**src/rtl/rbc_pkg.sv**
```systemverilog
// rbc_pkg: shared types and constants of the retry backoff controller.
// Holds the result outcome codes, configuration register indexes and fixed field widths.
// No dependencies.
package rbc_pkg;

    localparam int LIMIT_W  = 5;   // retry_limit
    localparam int GROWTH_W = 16;  // growth_factor, unsigned Q8.8
    localparam int JIT_W    = 9;   // jitter_span, unsigned Q1.8
    localparam int CFG_IDX_W = 3;

    typedef enum logic [1:0] {
        OUT_RETRY     = 2'd0,
        OUT_SUCCESS   = 2'd1,
        OUT_BLOCKED   = 2'd2,
        OUT_EXHAUSTED = 2'd3
    } t_outcome;

    typedef enum logic [CFG_IDX_W-1:0] {
        CFG_RETRY_LIMIT = 3'd0,
        CFG_FIRST_DELAY = 3'd1,
        CFG_DELAY_CAP   = 3'd2,
        CFG_GROWTH      = 3'd3,
        CFG_JITTER_SPAN = 3'd4,
        CFG_BREAKER_EN  = 3'd5
    } t_cfg_idx;

endpackage

```
**src/rtl/rbc_cfg_regs.sv**
```systemverilog
// rbc_cfg_regs: configuration register file of the retry backoff controller.
// Decodes write transactions from the config channel into six registers.
// Depends on rbc_pkg.
module rbc_cfg_regs import rbc_pkg::*; #(
    parameter int DELAY_BITS = 16,
    parameter int CFG_W      = 16
) (
    input  logic                  i_clk,
    input  logic                  i_rst_n,
    input  logic                  i_cfg_valid,
    output logic                  o_cfg_ready,
    input  logic [CFG_IDX_W-1:0]  i_cfg_index,
    input  logic [CFG_W-1:0]      i_cfg_data,
    output logic [LIMIT_W-1:0]    o_retry_limit,
    output logic [DELAY_BITS-1:0] o_first_delay,
    output logic [DELAY_BITS-1:0] o_delay_cap,
    output logic [GROWTH_W-1:0]   o_growth,
    output logic [JIT_W-1:0]      o_jitter_span,
    output logic                  o_breaker_en
);

    logic [LIMIT_W-1:0]    r_retry_limit;
    logic [DELAY_BITS-1:0] r_first_delay;
    logic [DELAY_BITS-1:0] r_delay_cap;
    logic [GROWTH_W-1:0]   r_growth;
    logic [JIT_W-1:0]      r_jitter_span;
    logic                  r_breaker_en;

    always_ff @(posedge i_clk) begin
        if (!i_rst_n) begin
            r_retry_limit <= LIMIT_W'(5);
            r_first_delay <= DELAY_BITS'(10);
            r_delay_cap   <= DELAY_BITS'(5000);
            r_growth      <= GROWTH_W'(512);
            r_jitter_span <= JIT_W'(64);
            r_breaker_en  <= 1'b0;
        end else if (i_cfg_valid) begin
            unique case (t_cfg_idx'(i_cfg_index))
                CFG_RETRY_LIMIT: r_retry_limit <= i_cfg_data[LIMIT_W-1:0];
                CFG_FIRST_DELAY: r_first_delay <= i_cfg_data[DELAY_BITS-1:0];
                CFG_DELAY_CAP:   r_delay_cap   <= i_cfg_data[DELAY_BITS-1:0];
                CFG_GROWTH:      r_growth      <= i_cfg_data[GROWTH_W-1:0];
                CFG_JITTER_SPAN: r_jitter_span <= i_cfg_data[JIT_W-1:0];
                CFG_BREAKER_EN:  r_breaker_en  <= i_cfg_data[0];
                default: ;  // unused indexes are dropped
            endcase
        end
    end

    assign o_cfg_ready   = 1'b1;
    assign o_retry_limit = r_retry_limit;
    assign o_first_delay = r_first_delay;
    assign o_delay_cap   = r_delay_cap;
    assign o_growth      = r_growth;
    assign o_jitter_span = r_jitter_span;
    assign o_breaker_en  = r_breaker_en;

endmodule

```
**src/rtl/rbc_serial_mult.sv**
```systemverilog
// rbc_serial_mult: bit-serial shift-add multiplier, one multiplier bit per cycle.
// Multiplicand i_a must be held stable while busy; i_b is captured at start.
// No dependencies.
module rbc_serial_mult #(
    parameter int A_W = 40,
    parameter int B_W = 25
) (
    input  logic               i_clk,
    input  logic               i_rst_n,
    input  logic               i_start,
    input  logic [A_W-1:0]     i_a,
    input  logic [B_W-1:0]     i_b,
    output logic               o_busy,
    output logic [A_W+B_W-1:0] o_prod
);

    localparam int P_W   = A_W + B_W;
    localparam int CNT_W = $clog2(B_W + 1);

    logic [CNT_W-1:0] r_cnt;
    logic [P_W-1:0]   r_prod;   // upper part accumulates, lower part holds the remaining multiplier bits
    logic [A_W:0]     n_sum;

    assign n_sum = {1'b0, r_prod[P_W-1:B_W]} + (r_prod[0] ? {1'b0, i_a} : {(A_W+1){1'b0}});

    always_ff @(posedge i_clk) begin
        if (!i_rst_n) begin
            r_cnt <= '0;
        end else if (i_start) begin
            r_cnt <= CNT_W'(B_W);
        end else if (r_cnt != '0) begin
            r_cnt <= r_cnt - 1'b1;
        end
    end

    always_ff @(posedge i_clk) begin
        if (i_start) begin
            r_prod <= {{A_W{1'b0}}, i_b};
        end else if (r_cnt != '0) begin
            r_prod <= {n_sum, r_prod[B_W-1:1]};
        end
    end

    assign o_busy = (r_cnt != '0);
    assign o_prod = r_prod;

endmodule

```
**src/rtl/retry_backoff_controller_unit.sv**
```systemverilog
// retry_backoff_controller_unit: top level of the retry backoff controller.
// Instantiates rbc_cfg_regs and two rbc_serial_mult units; depends on rbc_pkg.
//
// Usage:
//   Input channel (i_in_valid/o_in_ready) carries one attempt report per transaction:
//   breaker verdict, attempt outcome and a signed Q1.15 jitter sample. Output channel
//   (o_out_valid/i_out_ready) returns exactly one result per attempt. The config channel
//   (i_cfg_valid/o_cfg_ready, always ready) writes register i_cfg_index; write it only
//   while no attempt is in flight.
//   Success, blocked and exhausted results skip the multipliers and go from S_FIN
//   into the output register. A retry runs the jittered delay product and the base
//   growth product on two bit-serial multipliers side by side; the 25-bit jitter
//   multiplier sets the length, then S_CLAMP and S_FIN lead to the output register.
//   One attempt is processed at a time: the next can be taken in the cycle after the
//   result moves into the output register, and none is taken before that.
//   A stalled receiver holds the result in the output register; a finished attempt
//   waits in S_FIN, with ready low, until that register frees up.
//   Reset (synchronous, active low) loads register defaults and starts a new operation.
module retry_backoff_controller_unit import rbc_pkg::*; #(
    parameter int DELAY_BITS = 16
) (
    input  logic                              i_clk,
    input  logic                              i_rst_n,
    // config write channel
    input  logic                              i_cfg_valid,
    output logic                              o_cfg_ready,
    input  logic [CFG_IDX_W-1:0]              i_cfg_index,
    input  logic [((DELAY_BITS > 16) ? DELAY_BITS : 16)-1:0] i_cfg_data,
    // attempt channel
    input  logic                              i_in_valid,
    output logic                              o_in_ready,
    input  logic                              i_breaker_allows,
    input  logic                              i_attempt_ok,
    input  logic signed [15:0]                i_jitter_sample,
    // result channel
    output logic                              o_out_valid,
    input  logic                              i_out_ready,
    output logic [1:0]                        o_outcome,
    output logic [DELAY_BITS-1:0]             o_wait_ms,
    output logic [5:0]                        o_attempts_made,
    output logic [20:0]                       o_delay_sum,
    output logic                              o_note_success,
    output logic                              o_note_failure,
    output logic                              o_rollback_request,
    output logic                              o_finished
);

    localparam int CFG_W   = (DELAY_BITS > 16) ? DELAY_BITS : 16;
    localparam int BASE_W  = 40;                 // Q32.8 ms
    localparam int MU_W    = 25;                 // positive Q.23 multiplier
    localparam int M_W     = MU_W + 1;           // signed multiplier before the sign check
    localparam int PD_W    = BASE_W + MU_W;
    localparam int PG_W    = BASE_W + GROWTH_W;
    localparam int DLY_W   = PD_W - 31;
    localparam int ATT_W   = 6;
    localparam int SUM_W   = 21;
    localparam int TOT_W   = ((DELAY_BITS > SUM_W) ? DELAY_BITS : SUM_W) + 1;
    localparam logic [SUM_W-1:0] SUM_MAX = '1;
    localparam logic signed [M_W-1:0] ONE_Q23 = M_W'(1 << 23);

    typedef enum logic [2:0] {
        S_IDLE,
        S_START,
        S_MUL,
        S_CLAMP,
        S_FIN
    } t_state;

    // configuration
    logic [LIMIT_W-1:0]    cfg_limit;
    logic [DELAY_BITS-1:0] cfg_first;
    logic [DELAY_BITS-1:0] cfg_cap;
    logic [GROWTH_W-1:0]   cfg_growth;
    logic [JIT_W-1:0]      cfg_jitter;
    logic                  cfg_breaker;

    // operation state
    t_state                r_state;
    logic [LIMIT_W-1:0]    r_attempt;
    logic [BASE_W-1:0]     r_base;
    logic [SUM_W-1:0]      r_total;

    // item in flight
    t_outcome              r_outcome;
    logic [ATT_W-1:0]      r_attempts;
    logic                  r_ns;
    logic                  r_nf;
    logic                  r_mpos;
    logic [MU_W-1:0]       r_mu;
    logic [DELAY_BITS-1:0] r_wait;

    // output register
    logic                  r_out_valid;
    t_outcome              r_out_outcome;
    logic [DELAY_BITS-1:0] r_out_wait;
    logic [ATT_W-1:0]      r_out_attempts;
    logic [SUM_W-1:0]      r_out_sum;
    logic                  r_out_ns;
    logic                  r_out_nf;
    logic                  r_out_rb;
    logic                  r_out_fin;

    // multipliers
    logic                  mul_start;
    logic                  dly_busy;
    logic                  grw_busy;
    logic [PD_W-1:0]       dly_prod;
    logic [PG_W-1:0]       grw_prod;

    // next values
    logic                  n_blocked;
    t_outcome              n_outcome;
    logic [ATT_W-1:0]      n_attempts;
    logic signed [M_W-1:0] n_sj;
    logic signed [M_W-1:0] n_m;
    logic [DLY_W-1:0]      n_dly_raw;
    logic [DELAY_BITS-1:0] n_wait;
    logic [BASE_W-1:0]     n_base;
    logic [TOT_W-1:0]      n_sum;
    logic [SUM_W-1:0]      n_total;
    logic                  out_free;

    rbc_cfg_regs #(
        .DELAY_BITS (DELAY_BITS),
        .CFG_W      (CFG_W)
    ) u_cfg (
        .i_clk         (i_clk),
        .i_rst_n       (i_rst_n),
        .i_cfg_valid   (i_cfg_valid),
        .o_cfg_ready   (o_cfg_ready),
        .i_cfg_index   (i_cfg_index),
        .i_cfg_data    (i_cfg_data),
        .o_retry_limit (cfg_limit),
        .o_first_delay (cfg_first),
        .o_delay_cap   (cfg_cap),
        .o_growth      (cfg_growth),
        .o_jitter_span (cfg_jitter),
        .o_breaker_en  (cfg_breaker)
    );

    assign mul_start = (r_state == S_START);

    rbc_serial_mult #(
        .A_W (BASE_W),
        .B_W (MU_W)
    ) u_dly_mult (
        .i_clk   (i_clk),
        .i_rst_n (i_rst_n),
        .i_start (mul_start),
        .i_a     (r_base),
        .i_b     (r_mu),
        .o_busy  (dly_busy),
        .o_prod  (dly_prod)
    );

    rbc_serial_mult #(
        .A_W (BASE_W),
        .B_W (GROWTH_W)
    ) u_grw_mult (
        .i_clk   (i_clk),
        .i_rst_n (i_rst_n),
        .i_start (mul_start),
        .i_a     (r_base),
        .i_b     (cfg_growth),
        .o_busy  (grw_busy),
        .o_prod  (grw_prod)
    );

    // attempt classification at acceptance
    always_comb begin
        n_blocked = cfg_breaker && !i_breaker_allows;
        if (n_blocked) begin
            n_outcome = OUT_BLOCKED;
        end else if (i_attempt_ok) begin
            n_outcome = OUT_SUCCESS;
        end else if (r_attempt < cfg_limit) begin
            n_outcome = OUT_RETRY;
        end else begin
            n_outcome = OUT_EXHAUSTED;
        end
        n_attempts = n_blocked ? ATT_W'(r_attempt) : ATT_W'(r_attempt) + ATT_W'(1);
    end

    // jitter multiplier: 1.0 + sample * span in Q.23
    assign n_sj = $signed({{(M_W-16){i_jitter_sample[15]}}, i_jitter_sample})
                * $signed({{(M_W-JIT_W){1'b0}}, cfg_jitter});
    assign n_m  = n_sj + ONE_Q23;

    // delay = floor(base * mu / 2^31), clamped to the cap; zero when mu is not positive
    assign n_dly_raw = dly_prod[PD_W-1:31];
    always_comb begin
        if (!r_mpos) begin
            n_wait = '0;
        end else if (n_dly_raw > DLY_W'(cfg_cap)) begin
            n_wait = cfg_cap;
        end else begin
            n_wait = n_dly_raw[DELAY_BITS-1:0];
        end
    end

    // base growth: floor(base * factor / 256), saturating
    assign n_base = (|grw_prod[PG_W-1:BASE_W+8]) ? '1 : grw_prod[BASE_W+7:8];

    assign n_sum   = TOT_W'(r_total) + TOT_W'(r_wait);
    assign n_total = (n_sum > TOT_W'(SUM_MAX)) ? SUM_MAX : n_sum[SUM_W-1:0];

    assign out_free = !r_out_valid || i_out_ready;

    always_ff @(posedge i_clk) begin
        if (!i_rst_n) begin
            r_state        <= S_IDLE;
            r_attempt      <= '0;
            r_base         <= '0;
            r_total        <= '0;
            r_outcome      <= OUT_RETRY;
            r_attempts     <= '0;
            r_ns           <= 1'b0;
            r_nf           <= 1'b0;
            r_mpos         <= 1'b0;
            r_mu           <= '0;
            r_wait         <= '0;
            r_out_valid    <= 1'b0;
            r_out_outcome  <= OUT_RETRY;
            r_out_wait     <= '0;
            r_out_attempts <= '0;
            r_out_sum      <= '0;
            r_out_ns       <= 1'b0;
            r_out_nf       <= 1'b0;
            r_out_rb       <= 1'b0;
            r_out_fin      <= 1'b0;
        end else begin
            if (r_out_valid && i_out_ready) begin
                r_out_valid <= 1'b0;
            end
            unique case (r_state)
                S_IDLE: begin
                    if (i_in_valid) begin
                        r_outcome  <= n_outcome;
                        r_attempts <= n_attempts;
                        r_ns       <= cfg_breaker && !n_blocked && i_attempt_ok;
                        r_nf       <= cfg_breaker && !n_blocked && !i_attempt_ok;
                        r_mpos     <= !n_m[M_W-1] && (n_m != '0);
                        r_mu       <= n_m[MU_W-1:0];
                        r_wait     <= '0;
                        // a new operation starts from the first delay
                        if (r_attempt == '0) begin
                            r_base  <= BASE_W'({cfg_first, 8'b0});
                            r_total <= '0;
                        end
                        r_state <= (n_outcome == OUT_RETRY) ? S_START : S_FIN;
                    end
                end
                S_START: begin
                    r_state <= S_MUL;
                end
                S_MUL: begin
                    if (!dly_busy && !grw_busy) begin
                        r_state <= S_CLAMP;
                    end
                end
                S_CLAMP: begin
                    r_wait  <= n_wait;
                    r_base  <= n_base;
                    r_state <= S_FIN;
                end
                S_FIN: begin
                    if (out_free) begin
                        r_out_valid    <= 1'b1;
                        r_out_outcome  <= r_outcome;
                        r_out_wait     <= r_wait;
                        r_out_attempts <= r_attempts;
                        r_out_sum      <= n_total;
                        r_out_ns       <= r_ns;
                        r_out_nf       <= r_nf;
                        r_out_rb       <= (r_outcome == OUT_EXHAUSTED);
                        r_out_fin      <= (r_outcome != OUT_RETRY);
                        if (r_outcome == OUT_RETRY) begin
                            r_attempt <= r_attempt + 1'b1;
                            r_total   <= n_total;
                        end else begin
                            r_attempt <= '0;
                            r_base    <= '0;
                            r_total   <= '0;
                        end
                        r_state <= S_IDLE;
                    end
                end
                default: r_state <= S_IDLE;
            endcase
        end
    end

    assign o_in_ready         = (r_state == S_IDLE);
    assign o_out_valid        = r_out_valid;
    assign o_outcome          = r_out_outcome;
    assign o_wait_ms          = r_out_wait;
    assign o_attempts_made    = r_out_attempts;
    assign o_delay_sum        = r_out_sum;
    assign o_note_success     = r_out_ns;
    assign o_note_failure     = r_out_nf;
    assign o_rollback_request = r_out_rb;
    assign o_finished         = r_out_fin;

`ifndef SYNTHESIS
    // multipliers must be idle whenever a new attempt can be taken
    a_mult_idle: assert property (@(posedge i_clk) disable iff (!i_rst_n)
        (r_state == S_IDLE) |-> (!dly_busy && !grw_busy))
        else $error("multiplier busy while idle");

    a_retry_shape: assert property (@(posedge i_clk) disable iff (!i_rst_n)
        (o_out_valid && o_outcome == OUT_RETRY) |-> (!o_finished && o_wait_ms <= cfg_cap))
        else $error("retry result ends operation or exceeds cap");

    a_final_shape: assert property (@(posedge i_clk) disable iff (!i_rst_n)
        (o_out_valid && o_outcome != OUT_RETRY) |-> (o_finished && o_wait_ms == '0))
        else $error("final result with nonzero wait or not finished");

    a_rollback: assert property (@(posedge i_clk) disable iff (!i_rst_n)
        (o_out_valid && o_rollback_request) |-> (o_outcome == OUT_EXHAUSTED && !o_note_success))
        else $error("rollback without exhaustion");
`endif

endmodule
```
**config.mk**
```make
export PLATFORM = sky130hd
export DESIGN_NAME = retry_backoff_controller_unit
export DESIGN_NICKNAME = d
export VERILOG_FILES = /design/src/rtl/rbc_pkg.sv /design/src/rtl/rbc_cfg_regs.sv /design/src/rtl/rbc_serial_mult.sv /design/src/rtl/retry_backoff_controller_unit.sv
export SDC_FILE = /design/constraint.sdc
export NUM_CORES = 1
export LEC_CHECK = 0
export BUFFER_PORTS_ARGS = -buffer_cell sky130_fd_sc_hd__buf_2
export CAP_MARGIN = 20
export CORE_AREA = 2 2 270 218
export DETAILED_ROUTE_END_ITERATION = 8
export DIE_AREA = 0 0 272 220
export GPL_ROUTABILITY_DRIVEN = 0
export GPL_TIMING_DRIVEN = 0
export PLACE_DENSITY = 0.64
export RECOVER_POWER = 25
export SLEW_MARGIN = 10
export SYNTH_ARGS = -nofsm -noshare
export SYNTH_HDL_FRONTEND = slang
export SYNTH_SLANG_ARGS = --single-unit
```
**constraint.sdc**
```tcl
create_clock -name i_clk -period 8.1 [get_ports i_clk]
set_input_delay 0 -clock i_clk [delete_from_list [all_inputs] [get_ports i_clk]]
set_output_delay 0 -clock i_clk [all_outputs]
set_load 0.03 [all_outputs]
```
==> Yosys cells after proc, flatten, opt, wreduce, memory -nomap -nowiden <==
Cells that the tools add are included.
{ "classes": {"add_sub_neg": 8, "n_mul": 1, "n_lt_le_gt_ge": 3, "eq_ne": 15, "mux": 39, "bitwise": 1, "reduce_logical": 43} }
{ "op_table": {"columns": ["op", "count"], "rows": [
  ["$mux 40", 7],
  ["$pmux 40 s3", 1],
  ["$mux 21", 5],
  ["$add 40x40->41", 2],
  ["$mux 16", 5],
  ["$mux 25", 2],
  ["$pmux 21 s2", 1],
  ["$gt 34x16->1", 1],
  ["$pmux 16 s2", 1],
  ["$add 26x25->26 const B", 1],
  ["$mul 16x10->26", 1],
  ["$reduce_bool 26->1", 1],
  ["$mux 5", 5],
  ["$add 21x16->22", 1],
  ["$gt 22x21->1 const B", 1],
  ["$reduce_and 2->1", 9],
  ["$pmux 3 s5", 1],
  ["$eq 3x2->1 const B", 4],
  ["$mux 3", 4],
  ["$reduce_bool 2->1", 5],
  ["$reduce_bool 5->1", 2],
  ["$sub 5x1->5 const B", 2],
  ["$eq 3x3->1 const B", 3],
  ["$ne 2x2->1 const B", 4],
  ["other kinds (22)", 41]
]} }
{ "word_totals": {"regBits": 365, "output_inout_bits": 52} }

==> Longest topological paths before layout <==
{ "depth": {"word_depth": 8, "mapped_depth": 24} }

==> Modules after synthesis <==
A second synthesis with hierarchy kept.
{ "unflattened": {"hier_cells": 3066, "area_unflattened_um2": 26279.0} }
{ "by_module_without_submodules": {"columns": ["module", "instances", "cells_each", "area_each_um2", "seq_area_each_um2"], "rows": [
  ["retry_backoff_controller_unit", 1, 1699, 14099.8, 3423.3],
  ["rbc_serial_mult at u_dly_mult", 1, 577, 4969.8, 1651.6],
  ["rbc_serial_mult at u_grw_mult", 1, 551, 4720.8, 1381.3],
  ["rbc_cfg_regs", 1, 239, 2488.6, 1261.2]
]} }

==> Worst setup path after synthesis <==
Ideal clock, no wire load.
{ "synth_timing": {"path_kind": "flip-flop to flip-flop", "startpoint": "register u_cfg.r_jitter_span[3], in the netlist u_cfg.o_jitter_span[3]", "endpoint": "register r_mpos", "t_arrival_ps": 6150, "t_required_ps": 7978, "setup_slack_ps": 1828, "path_stages_with_launch": 22, "path_cell_list": "dfxtp_1 -> clkbuf_1 -> clkbuf_1 -> nand2_1 -> fa_1 -> inv_1 -> fa_1 -> fa_1 -> fa_1 -> inv_1 -> fa_1 -> inv_1 -> ha_1 -> a21o_1 -> a2111oi_1 -> o21ai_0 -> and3_1 -> nor3_2 -> xnor2_1 -> or4_1 -> nor4_2 -> o21ai_1"} }
{ "synth_between": {"elab_chain_cells": 4, "elab_cells_between_ends": 5} }
{ "synth_lines": {"columns": ["element", "line", "source"], "rows": [
  ["start, declared", "rbc_cfg_regs.sv:26", "logic [JIT_W-1:0] r_jitter_span;"],
  ["start signal, assigned", "rbc_cfg_regs.sv:43", "CFG_JITTER_SPAN: r_jitter_span <= i_cfg_data[JIT_W-1:0];"],
  ["$mul 16x10->26 (*)", "retry_backoff_controller_unit.sv:186", "* $signed({{(M_W-JIT_W){1'b0}}, cfg_jitter});"],
  ["$add 26x25->26 (*)", "retry_backoff_controller_unit.sv:187", "assign n_m = n_sj + ONE_Q23;"],
  ["$reduce_bool 26->1 or $logic_not 1->1 (tied branches)", "retry_backoff_controller_unit.sv:242", "r_mpos <= !n_m[M_W-1] && (n_m != '0);"],
  ["$logic_and 1x1->1 (*)", "retry_backoff_controller_unit.sv:242", null],
  ["end signal, assigned", "retry_backoff_controller_unit.sv:242", null],
  ["end, declared", "retry_backoff_controller_unit.sv:88", "logic r_mpos;"]
]} }
Every way passes the cells marked *; elsewhere a longest branch is shown, timed or not.
A chain may end at the register's enable or synchronous reset.

==> Worst setup path in the final report <==
Same ends and word-level chain as after synthesis.

==> results.cfg <==
[hold_path]
min_path_type = in -> reg

[timing]
totalNegativeSetupSlack_ns = 0
fin_ws_ns = 0.757
worst_slew_pin_slew_ns = 1.03
min_period_over_period_pct = 90.7
slew_headroom_pct = 30.7
holdWs_ns = 0.190
clock_skew_ns = 0.0183
finalSetupViolations = 0
final_hold_viol_count = 0
rsz0062_at_grt = no
min_period_ns = 7.34
drv_slew = 0
max_freq_mhz = 136

[detailed_routing]
first_pass_iters = 5
drcViolationCount = 0
wl_per_cell_um = 18.1
wirelength_mm = 73.9
drt_iter0_drc = 1761
ant_nets = 0
vias = 22000
vias_per_cell = 5.39

[logic_synthesis]
synthAdderAreaFrac_pct = 19.9
yosys.area.top_type = dfxtp_1
synth.distinct_cells = 81
synth-edff-count = 41
synth-seq-cells = 365
ys.flop_type = dfxtp_1
synth_compound_gate_area_share_pct = 18.4
netlist_instances = 3114
synthArstFlopShare_pct = 0
syn_nets = 3483
synth_xor_area_share_pct = 3.98
yosysTopAreaCellShare_pct = 25.4
synthMuxAreaShare_pct = 0.947
synth_area_leaders = dfxtp_1 (25%), fa_1 (10%), ha_1 (9.7%)
yosysMostFrequentCell = nand2_1
synth_area_per_cell_um2 = 8.19
yosys.area_share.simple_pct = 20.9
synth.cell_area_um2 = 25500
synth_top_family_by_area = simple AND/OR/NAND/NOR gates
synth_common_cells = nand2_1 (641), dfxtp_1 (324), inv_1 (229)
yosys_warnings = 0
yosysSeqAreaShare_pct = 30.3

[global_route]
grt_pass1_vias = 20700
antenna_found_initial = 3
overflow = 0
grt_max_degree = 26
grt_pass1_wl_mm = 116
grt.total_usage_pct = 24.8

[flow_run]
max_cap_viol_count = 0

[die]
die_area_um2 = 59800
die_h_um = 220
core_area_um2 = 57400
io_pins = 94
core.rowCount = 79
start_util_pct = 44.4
die_w_um = 272

[clock_tree]
clock_latency_ns = 0.58
cts_sinks = 365
numCtsBuffers = 43
htree_levels = 2
cts_buffer_depth = 3
root_buffer = clkbuf_16
post_cts_buffers = 0
cts_tree = yes
clk_pin_slew_ns = 0.06

[final_layout]
fillers = 5633
nets = 3643
layout.cells.non_filler = 4079
drive_above_1_share_pct = 3.72
syn_to_final_growth_pct = 12.2

[place]
place_ws_ns = 0.772
dp_hpwl_mm = 57.3
place_inst = 3967
port_buffers = 81

[setup_path]
crit_arrival_ns = 7.80
criticalPathCategory = reg -> reg
critical_path.max_fanout = 10
cp-end-kind = flop
crit_path_start_kind = flop
cp_data_required_time_ns = 8.56

[power_and_ir_drop]
p_per_area_nw_per_um2 = 233
p_leak_nw = 12.6
finalPower_w = 0.00666
ir_drop_mv = 0.161

[status]
status = finished clean
worst max-delay path, stage by stage (launching register included):
cell and delay [ns]:
dfxtp_1 0.31, clkbuf_1 0.49, clkbuf_1 0.47, nand2_1 0.22
fa_1 0.62, inv_1 0.19, fa_1 0.64, fa_1 0.45
fa_1 0.54, inv_1 0.05, fa_1 0.52, inv_1 0.04
ha_1 0.39, a21o_1 0.20, a2111oi_1 0.47, o21ai_0 0.16
and3_1 0.20, nor3_2 0.21, xnor2_1 0.16, or4_1 0.57
nor4_2 0.23, o21ai_1 0.09
metrics by stage:
| step | utilization (%) | area [µm²] |
|---|---|---|
| global placement | 46.8 | 26900 |
| detailed placement | 46.9 | 26900 |
| global route | 49.8 | 28600 |
| CTS | 50.0 | 28700 |
| finish | 49.8 | 28600 |
| floorplan | - | 25500 |
flip-flops by register name, summed over array words and instances (netlist names), 9 cells and up:
name	count
u_grw_mult.o_prod	56
o_delay_sum	21
u_cfg.o_delay_cap	16
u_cfg.o_jitter_span	9
r_mu	25
r_base	40
u_cfg.o_first_delay	16
r_total	21
u_cfg.o_growth	16
u_dly_mult.o_prod	65
o_wait_ms	16
r_wait	16
cell families (layout without fill, tap and decap cells):
kind of cell	Yosys count	after routing
muxes	24	24
xor gates and xnor gates	116	116
and+or+nand+nor	1166	1166
adders and majority gates	327	327
other	1	3
AOI/OAI and AO/OA	734	734
buffers and inverters	381	575
DFF	365	365
layout by cell type, fill, tap and decap left out, drive strengths merged, types with 21 or more instances in the layout:
cell type	count
a211oi	34
a21boi	126
a21o	62
a21oi	206
and2	162
buf	36
clkbuf	259
dfxtp	324
dlygate4sd3	31
edfxtp	41
fa	130
ha	197
inv	231
mux2i	23
nand2	641
nand2b	23
nand3	39
nand4	23
nor2	125
nor2b	43
nor3	53
o21ai	168
o21bai	21
xnor2	81
xor2	35
worst paths after layout:
path                                       start                            endpoint  slack [ns]  depth (start not counted)
max          u_cfg.o_jitter_span[3]$_SDFFE_PN0P_                 r_mpos$_SDFFE_PN0P_        0.76                         21
min                           i_jitter_sample[1]                r_mu[1]$_SDFFE_PN0P_        0.19                          5
max reg2reg  u_cfg.o_jitter_span[3]$_SDFFE_PN0P_                 r_mpos$_SDFFE_PN0P_        0.76                         21
min reg2reg   u_dly_mult.o_prod[30]$_SDFFE_PP0P_  u_dly_mult.o_prod[30]$_SDFFE_PP0P_        0.46                          2
report_power, final:
group | internal [W] | switching, W | total, W | leakage, nW
sequential | 0.00223 | 0.000263 | 0.00249 | 3.07
clock | 0.00120 | 0.000820 | 0.00202 | 0.724
combinational | 0.000731 | 0.00143 | 0.00216 | 8.81
layout make-up:
type	count	area [µm²]	share of cell area (%)
buffer	152	579	2.02
clock inverter	20	198	0.691
inverter	229	860	3.00
sequential	365	7720	27.0
timing repair buffer	115	671	2.34
tap	769	962	3.36
multi-input combinational	2368	16400	57.2
antenna	2	5.00	0.0175
clock buffer	59	1270	4.43
metal layers:
metal  track usage, %  share of wire (%)
met1             37.6                 50
met2             36.6                 41
met3             3.32                7.2
met4             6.32                2.1
met5                0              0.018
repair_timing:
item | CTS | global route
hold buffers | 31 | 0
endpoints found under the hold margin | 84 | 0
resized for setup | 0 | 0
Power figures use the tool's default switching activity.
